File: src/rtl/core/crm_pkg.sv
// Package for the call record / return matcher.
// Holds event codes, widths and the matching offsets; depends on nothing.
`timescale 1ns / 1ps

package crm_pkg;

  localparam int unsigned ADDR_W  = 64;
  localparam int unsigned COUNT_W = 32;

  typedef enum logic {
    CMD_CALL   = 1'b0,
    CMD_RETURN = 1'b1
  } cmd_t;

  typedef logic [ADDR_W-1:0]  addr_t;
  typedef logic [COUNT_W-1:0] count_t;

  localparam addr_t  OFFSET_LOW  = addr_t'(2);
  localparam addr_t  OFFSET_HIGH = addr_t'(7);
  localparam count_t TOTAL_MAX   = '1;

endpackage

File: src/rtl/core/crm_if.sv
// Valid/ready channel interfaces for the event and result transactions.
// Depends on crm_pkg for the payload types.
`timescale 1ns / 1ps

interface crm_event_if;
  import crm_pkg::*;

  logic  valid;
  logic  ready;
  cmd_t  cmd;
  addr_t addr;

  modport source (output valid, output cmd, output addr, input ready);
  modport sink (input valid, input cmd, input addr, output ready);
endinterface

interface crm_result_if;
  import crm_pkg::*;

  logic   valid;
  logic   ready;
  logic   matched;
  count_t match_count;
  logic   is_empty;

  modport source (output valid, output matched, output match_count, output is_empty,
                  input ready);
  modport sink (input valid, input matched, input match_count, input is_empty,
                output ready);
endinterface

File: src/rtl/core/call_record_return_matcher.sv
// Each accepted event transaction gives its result transaction, registered, in the next cycle.
// Throughput: one event per cycle while results are taken; events stall while an untaken result is held.
// The top entry is held in a register and the entry beneath it is read ahead from the
// record memory into a register, so consecutive returns do not wait on the memory.
// Reset empties the record and clears the match total; the memory is not cleared.
// Depends on crm_pkg and the channel interfaces in crm_if.sv.
`timescale 1ns / 1ps

module call_record_return_matcher #(
  parameter int unsigned ENTRIES = 16
) (
  input  logic          clk,
  input  logic          rst,
  crm_event_if.sink     events,
  crm_result_if.source  results
);
  import crm_pkg::*;

  localparam int unsigned PW = $clog2(ENTRIES);
  localparam int unsigned CW = $clog2(ENTRIES + 1);

  addr_t          mem [ENTRIES];
  logic [PW-1:0]  ptr, ptr_next, rd_addr;
  logic [CW-1:0]  count, count_next;
  count_t         total, total_next;
  addr_t          top_q, top_next, below_q, last, diff;
  logic           hit, fire;
  logic           out_valid, out_matched, out_empty;
  count_t         out_count;

  assign events.ready = !out_valid || results.ready;
  assign fire = events.valid && events.ready;

  assign last = (count != '0) ? top_q : '0;
  assign diff = events.addr - last;
  assign hit  = (events.cmd == CMD_RETURN) && (diff inside {[OFFSET_LOW:OFFSET_HIGH]});

  always_comb begin
    ptr_next   = ptr;
    count_next = count;
    top_next   = top_q;
    total_next = total;
    if (fire) begin
      if (events.cmd == CMD_CALL) begin
        ptr_next = (ptr == PW'(ENTRIES - 1)) ? '0 : ptr + 1'b1;
        top_next = events.addr;
        if (count != CW'(ENTRIES)) begin
          count_next = count + 1'b1;
        end
      end else begin
        if (hit && total != TOTAL_MAX) begin
          total_next = total + 1'b1;
        end
        if (count != '0) begin
          ptr_next   = (ptr == '0) ? PW'(ENTRIES - 1) : ptr - 1'b1;
          count_next = count - 1'b1;
          top_next   = below_q;
        end
      end
    end
    rd_addr = (ptr_next >= PW'(2)) ? ptr_next - PW'(2) : ptr_next + PW'(ENTRIES - 2);
  end

  always_ff @(posedge clk) begin
    if (fire && events.cmd == CMD_CALL) begin
      mem[ptr] <= events.addr;
    end
    below_q <= mem[rd_addr];
    top_q   <= top_next;
  end

  always_ff @(posedge clk) begin
    if (rst) begin
      ptr       <= '0;
      count     <= '0;
      total     <= '0;
      out_valid <= 1'b0;
    end else begin
      ptr   <= ptr_next;
      count <= count_next;
      total <= total_next;
      if (fire) begin
        out_valid <= 1'b1;
      end else if (results.ready) begin
        out_valid <= 1'b0;
      end
    end
  end

  always_ff @(posedge clk) begin
    if (fire) begin
      out_matched <= hit;
      out_count   <= total_next;
      out_empty   <= (count_next == '0);
    end
  end

  assign results.valid       = out_valid;
  assign results.matched     = out_matched;
  assign results.match_count = out_count;
  assign results.is_empty    = out_empty;

  a_count_bound: assert property (@(posedge clk) disable iff (rst)
    count <= CW'(ENTRIES))
    else $error("Entry count exceeds the record depth.");

  a_ptr_bound: assert property (@(posedge clk) disable iff (rst)
    ptr < PW'(ENTRIES) || PW'(ENTRIES) == '0)
    else $error("Top pointer is outside the record.");

  a_total_step: assert property (@(posedge clk) disable iff (rst)
    fire && hit && total != TOTAL_MAX |=> total == $past(total) + 1'b1)
    else $error("Match total did not advance on a matching return.");

  a_call_result: assert property (@(posedge clk) disable iff (rst)
    fire && events.cmd == CMD_CALL |=> out_valid && !out_matched && !out_empty)
    else $error("A call transaction gave a match or an empty record.");

  a_stall_hold: assert property (@(posedge clk) disable iff (rst)
    out_valid && !results.ready |=> $stable(total) && $stable(count))
    else $error("State changed while the result transaction was stalled.");

endmodule
File: src/flat_wrapper.sv
// flat-port wrapper written by rule: the top's interface ports become plain ports
module call_record_return_matcher_flat import crm_pkg::*;
#(
  parameter int unsigned ENTRIES = 16
)
  (clk, rst, events_valid, events_cmd, events_addr, events_ready, results_valid, results_matched, results_match_count, results_is_empty, results_ready);
  crm_event_if events_i ();
  crm_result_if results_i ();
  input  logic clk;
  input  logic rst;
  input wire logic [$bits(events_i.valid)-1:0] events_valid;
  input wire logic [$bits(events_i.cmd)-1:0] events_cmd;
  input wire logic [$bits(events_i.addr)-1:0] events_addr;
  output wire logic [$bits(events_i.ready)-1:0] events_ready;
  output wire logic [$bits(results_i.valid)-1:0] results_valid;
  output wire logic [$bits(results_i.matched)-1:0] results_matched;
  output wire logic [$bits(results_i.match_count)-1:0] results_match_count;
  output wire logic [$bits(results_i.is_empty)-1:0] results_is_empty;
  input wire logic [$bits(results_i.ready)-1:0] results_ready;
  assign events_i.valid = events_valid;
  assign events_i.cmd = events_cmd;
  assign events_i.addr = events_addr;
  assign events_ready = events_i.ready;
  assign results_valid = results_i.valid;
  assign results_matched = results_i.matched;
  assign results_match_count = results_i.match_count;
  assign results_is_empty = results_i.is_empty;
  assign results_i.ready = results_ready;
  call_record_return_matcher #(.ENTRIES(ENTRIES)) u_core (.clk(clk), .rst(rst), .events(events_i), .results(results_i));
endmodule
File: config.mk
export PLATFORM = sky130hd
export DESIGN_NAME = call_record_return_matcher_flat
export DESIGN_NICKNAME = d
export VERILOG_FILES = /design/src/rtl/core/crm_pkg.sv /design/src/rtl/core/crm_if.sv /design/src/rtl/core/call_record_return_matcher.sv /design/src/flat_wrapper.sv
export SDC_FILE = /design/constraint.sdc
export NUM_CORES = 2
export LEC_CHECK = 0
export BUFFER_PORTS_ARGS = -buffer_cell sky130_fd_sc_hd__buf_2
export CAP_MARGIN = 15
export CORE_MARGIN = 4
export CORE_UTILIZATION = 63
export CTS_BUF_LIST = sky130_fd_sc_hd__clkbuf_16
export CTS_CLUSTER_SIZE = 25
export DETAILED_ROUTE_END_ITERATION = 7
export HOLD_SLACK_MARGIN = 0.1
export PLACE_DENSITY = 0.8
export SYNTH_ARGS = -nofsm -noshare
export SYNTH_HDL_FRONTEND = slang
export SYNTH_SLANG_ARGS = --single-unit
File: constraint.sdc
create_clock -name clk -period 7.6 [get_ports clk]
set_input_delay 0.38 -clock clk [delete_from_list [all_inputs] [get_ports clk]]
set_output_delay 0.38 -clock clk [all_outputs]
set_load 0.05 [all_outputs]
==> results.sh <==
export IMPL_final_common_cell="edfxtp_1"
export IMPL_io_buffers=104
export IMPL_power_density_nw_per_um2=298.4
export IMPL_p_int_mw=12.39
export IMPL_die_height_um=293.7
export IMPL_skew_ns=0.04091
export IMPL_grt_pass1_vias=29710
export IMPL_grt_pass1_wl_mm=200.1
export IMPL_synth_net_count=3000
export IMPL_cts_buffers=115
export IMPL_final_area_sq_um=57600
export IMPL_dr_pass1_iters=6
export IMPL_seqPwrFrac=0.459
export IMPL_worst_pin_slew_ns=1.175
export IMPL_leakagePower_nw=19.05
export IMPL_fp_dieArea_sq_um=86230
export IMPL_vias=29080
export IMPL_layout_common_cells="edfxtp_1 (1122), mux4_2 (320), nand2_1 (190)"
export IMPL_cp_max_fo=30
export IMPL_hp_class="in2reg"
export IMPL_wl_per_cell_um=32.23
export IMPL_clk_latency_ns=0.70
export IMPL_final_period_utilization=0.9113
export IMPL_drt_iter0_drc=3712
export IMPL_drc=0
export IMPL_gr_usage_all_layers=0.3192
export IMPL_drive_gt1_frac=0.2467
export IMPL_synth_area_sq_um=51410
export IMPL_slew_headroom=0.2169
export IMPL_cts_sinks=1228
export IMPL_area_delta_synth_final_pct=12.05
export IMPL_synthArstFlopShare=0
export IMPL_rsz0062_at_grt="no"
export IMPL_synth_cell_types=92
export IMPL_post_dp_hpwl_mm=75.35
export IMPL_globalplace_congestion=0.9689
export IMPL_finalSetupTns_ns=0
export IMPL_grt_use_met1=0.4486
export IMPL_synth_top_area_share=0.6554
export IMPL_die_w_um=293.7
export IMPL_switching_share=0.2791
export IMPL_hold_viol_final=0
export IMPL_ys_ff_latch=1228
export IMPL_place_ws_ns=0.8203
export IMPL_ff_latch_area_sq_um=35810
export IMPL_endpoint_kind="flip-flop"
export IMPL_outcome="finished clean"
export IMPL_setup_viol=0
export IMPL_grt_max_degree=141
export IMPL_clkTransAtPathRegs_ns=0.06
export IMPL_ys_seq_area_frac=0.6967
export IMPL_worst_slack_ns=0.6745
export IMPL_cap_viol_max_count=0
export IMPL_viasPerCell=6.906
export IMPL_finalWirelength_mm=135.7
export IMPL_antenna_found_initial=1
export IMPL_multiInputGateArea_sq_um=15060
export IMPL_start_util=0.6372
export IMPL_syn_inst=2857
export IMPL_grt_overflow=0
export IMPL_cts_tree="yes"
export IMPL_syn_area_per_cell_sq_um=17.99
export IMPL_worstSetupStartpointType="flip-flop"
export IMPL_grt_util_met3=0.05479
export IMPL_synth_area_top_cells="edfxtp_1 (66%), mux4_2 (14%), dfxtp_1 (4.1%)"
export IMPL_power_frac_clock=0.327
export IMPL_yosysTopAreaCell="edfxtp_1"
export IMPL_fmax_ghz=0.1444
export IMPL_use_met2=0.5243
export IMPL_fin_nets=3190
export IMPL_criticalPathCategory="reg2reg"
export IMPL_cts_resized=0
export IMPL_synth_edff_count=1122
export IMPL_combinationalPowerShare=0.214
export IMPL_synth_flop_cell="edfxtp_1"
export IMPL_crit_arrival_ns=7.49
export IMPL_required_ns=8.17
export IMPL_antenna_left=0
export IMPL_max_vdd_ir_drop_v=0.0003193
export IMPL_cts_root_buf="clkbuf_16"
export IMPL_p_total_mw=17.19
export IMPL_finalHoldWorstSlack_ns=0.1229
export IMPL_cts_buffer_depth=3
export IMPL_rows=104
export IMPL_design_core_area_sq_um=80680
export IMPL_fillCellCount=4706
export IMPL_placed_area_sq_um=53320
export IMPL_period_minus_slack_ns=6.926
export IMPL_yosysWarnings=0
export IMPL_p_switching_mw=4.796
export IMPL_htree_levels=3
export IMPL_grt_busiest_layer="met2"
export IMPL_num_io_pins=105
export IMPL_drv_slew=0
## state kept, by name, summed over array words and instances (netlist names)
| register | cells |
|---|---|
| u_core.mem | 1024 |
| u_core.ptr | 4 |
| u_core.results.matched | 1 |
| u_core.count | 5 |
| u_core.total | 32 |
| u_core.results.is_empty | 1 |
| u_core.below_q | 64 |
| u_core.top_q | 64 |
| u_core.results.valid | 1 |
| u_core.results.match_count | 32 |
## worst max-delay path: stages (launching register included)
cell and delay [ns]:
dfxtp_1 0.39, inv_1 0.12, ha_1 0.25, nand3b_1 0.39
buf_4 0.42, nand2_1 0.12, ha_1 0.63, and4_1 0.53
nor4b_2 0.66, nand2_1 0.28, nor3_1 0.28, nand3_1 0.11
a32oi_1 0.29, nand4_1 0.23, nor4_1 0.29, nand4_1 0.49
nor4b_4 0.78, nand3_2 0.19, mux2_4 0.33
## area by class of cell
type / instances / share of cell area
sequential: 1228 / 0.6218
multi-input combinational: 1457 / 0.2614
clock buffer: 117 / 0.05083
timing repair buffer: 212 / 0.02698
tap: 1060 / 0.02303
clock inverter: 102 / 0.01375
inverter: 33 / 0.002151
antenna: 1 / 0.00004345
## repair_timing
action	CTS	global route
hold endpoints to repair	774	0
setup buffers	0	0
hold buffers	53	0
## power by group through the flow
stage                     clock network [mW]  logic, mW  registers [mW]
final                                   5.63       3.68            7.88
after global routing                    6.00       3.93            7.89
after CTS                               5.69       3.66            7.88
after detailed placement                   0       3.59            8.00
after global placement                     0       3.57            8.00
after floorplan                            0       2.48            7.97
## cells in the mapped netlist, types with 37 or more instances
cell      number
dfxtp_1      106
xnor2_1       42
ha_1          73
nor2b_1       37
mux4_2       320
clkbuf_1      81
nand2_1      190
nand4_1       44
o21ai_0       67
mux2_2        79
nor2_1       124
a21oi_1      111
edfxtp_1    1122
## metrics by stage
stage,utilization,cells
after floorplan,-,2857
after global placement,0.6608,3934
after detailed placement,0.6610,3936
after CTS,0.7136,4208
after global routing,0.7139,4209
final,0.7139,4210
## cell families after synthesis
family / share of synthesized area
mux: 0.1619
flops: 0.6967
simple gates: 0.05394
xor+xnor: 0.01090
buf+inv: 0.01356
compound gates: 0.04481
fa+ha+maj: 0.01816
## path summary, 6_finish.rpt
check	startpoint	slack, ns	to	cells after the start
worst max-delay path	u_core.count[0]	0.67	u_core.total[11]	18
worst max register to register	u_core.count[0]	0.67	u_core.total[11]	18
worst min-delay path	events_addr[9]	0.12	u_core.mem[12][9]	1
worst min register to register	u_core.below_q[21]	0.53	u_core.top_q[21]	1
## routing by layer
| metal | vias to the layer above | part of all wire |
|---|---|---|
| met5 | - | 0 |
| met4 | 0 | 0.033 |
| met3 | 291 | 0.089 |
| met2 | 1812 | 0.50 |
| met1 | 14950 | 0.38 |
| li1 | 12020 | - |
Note: power is estimated with default switching activity, not from simulation.
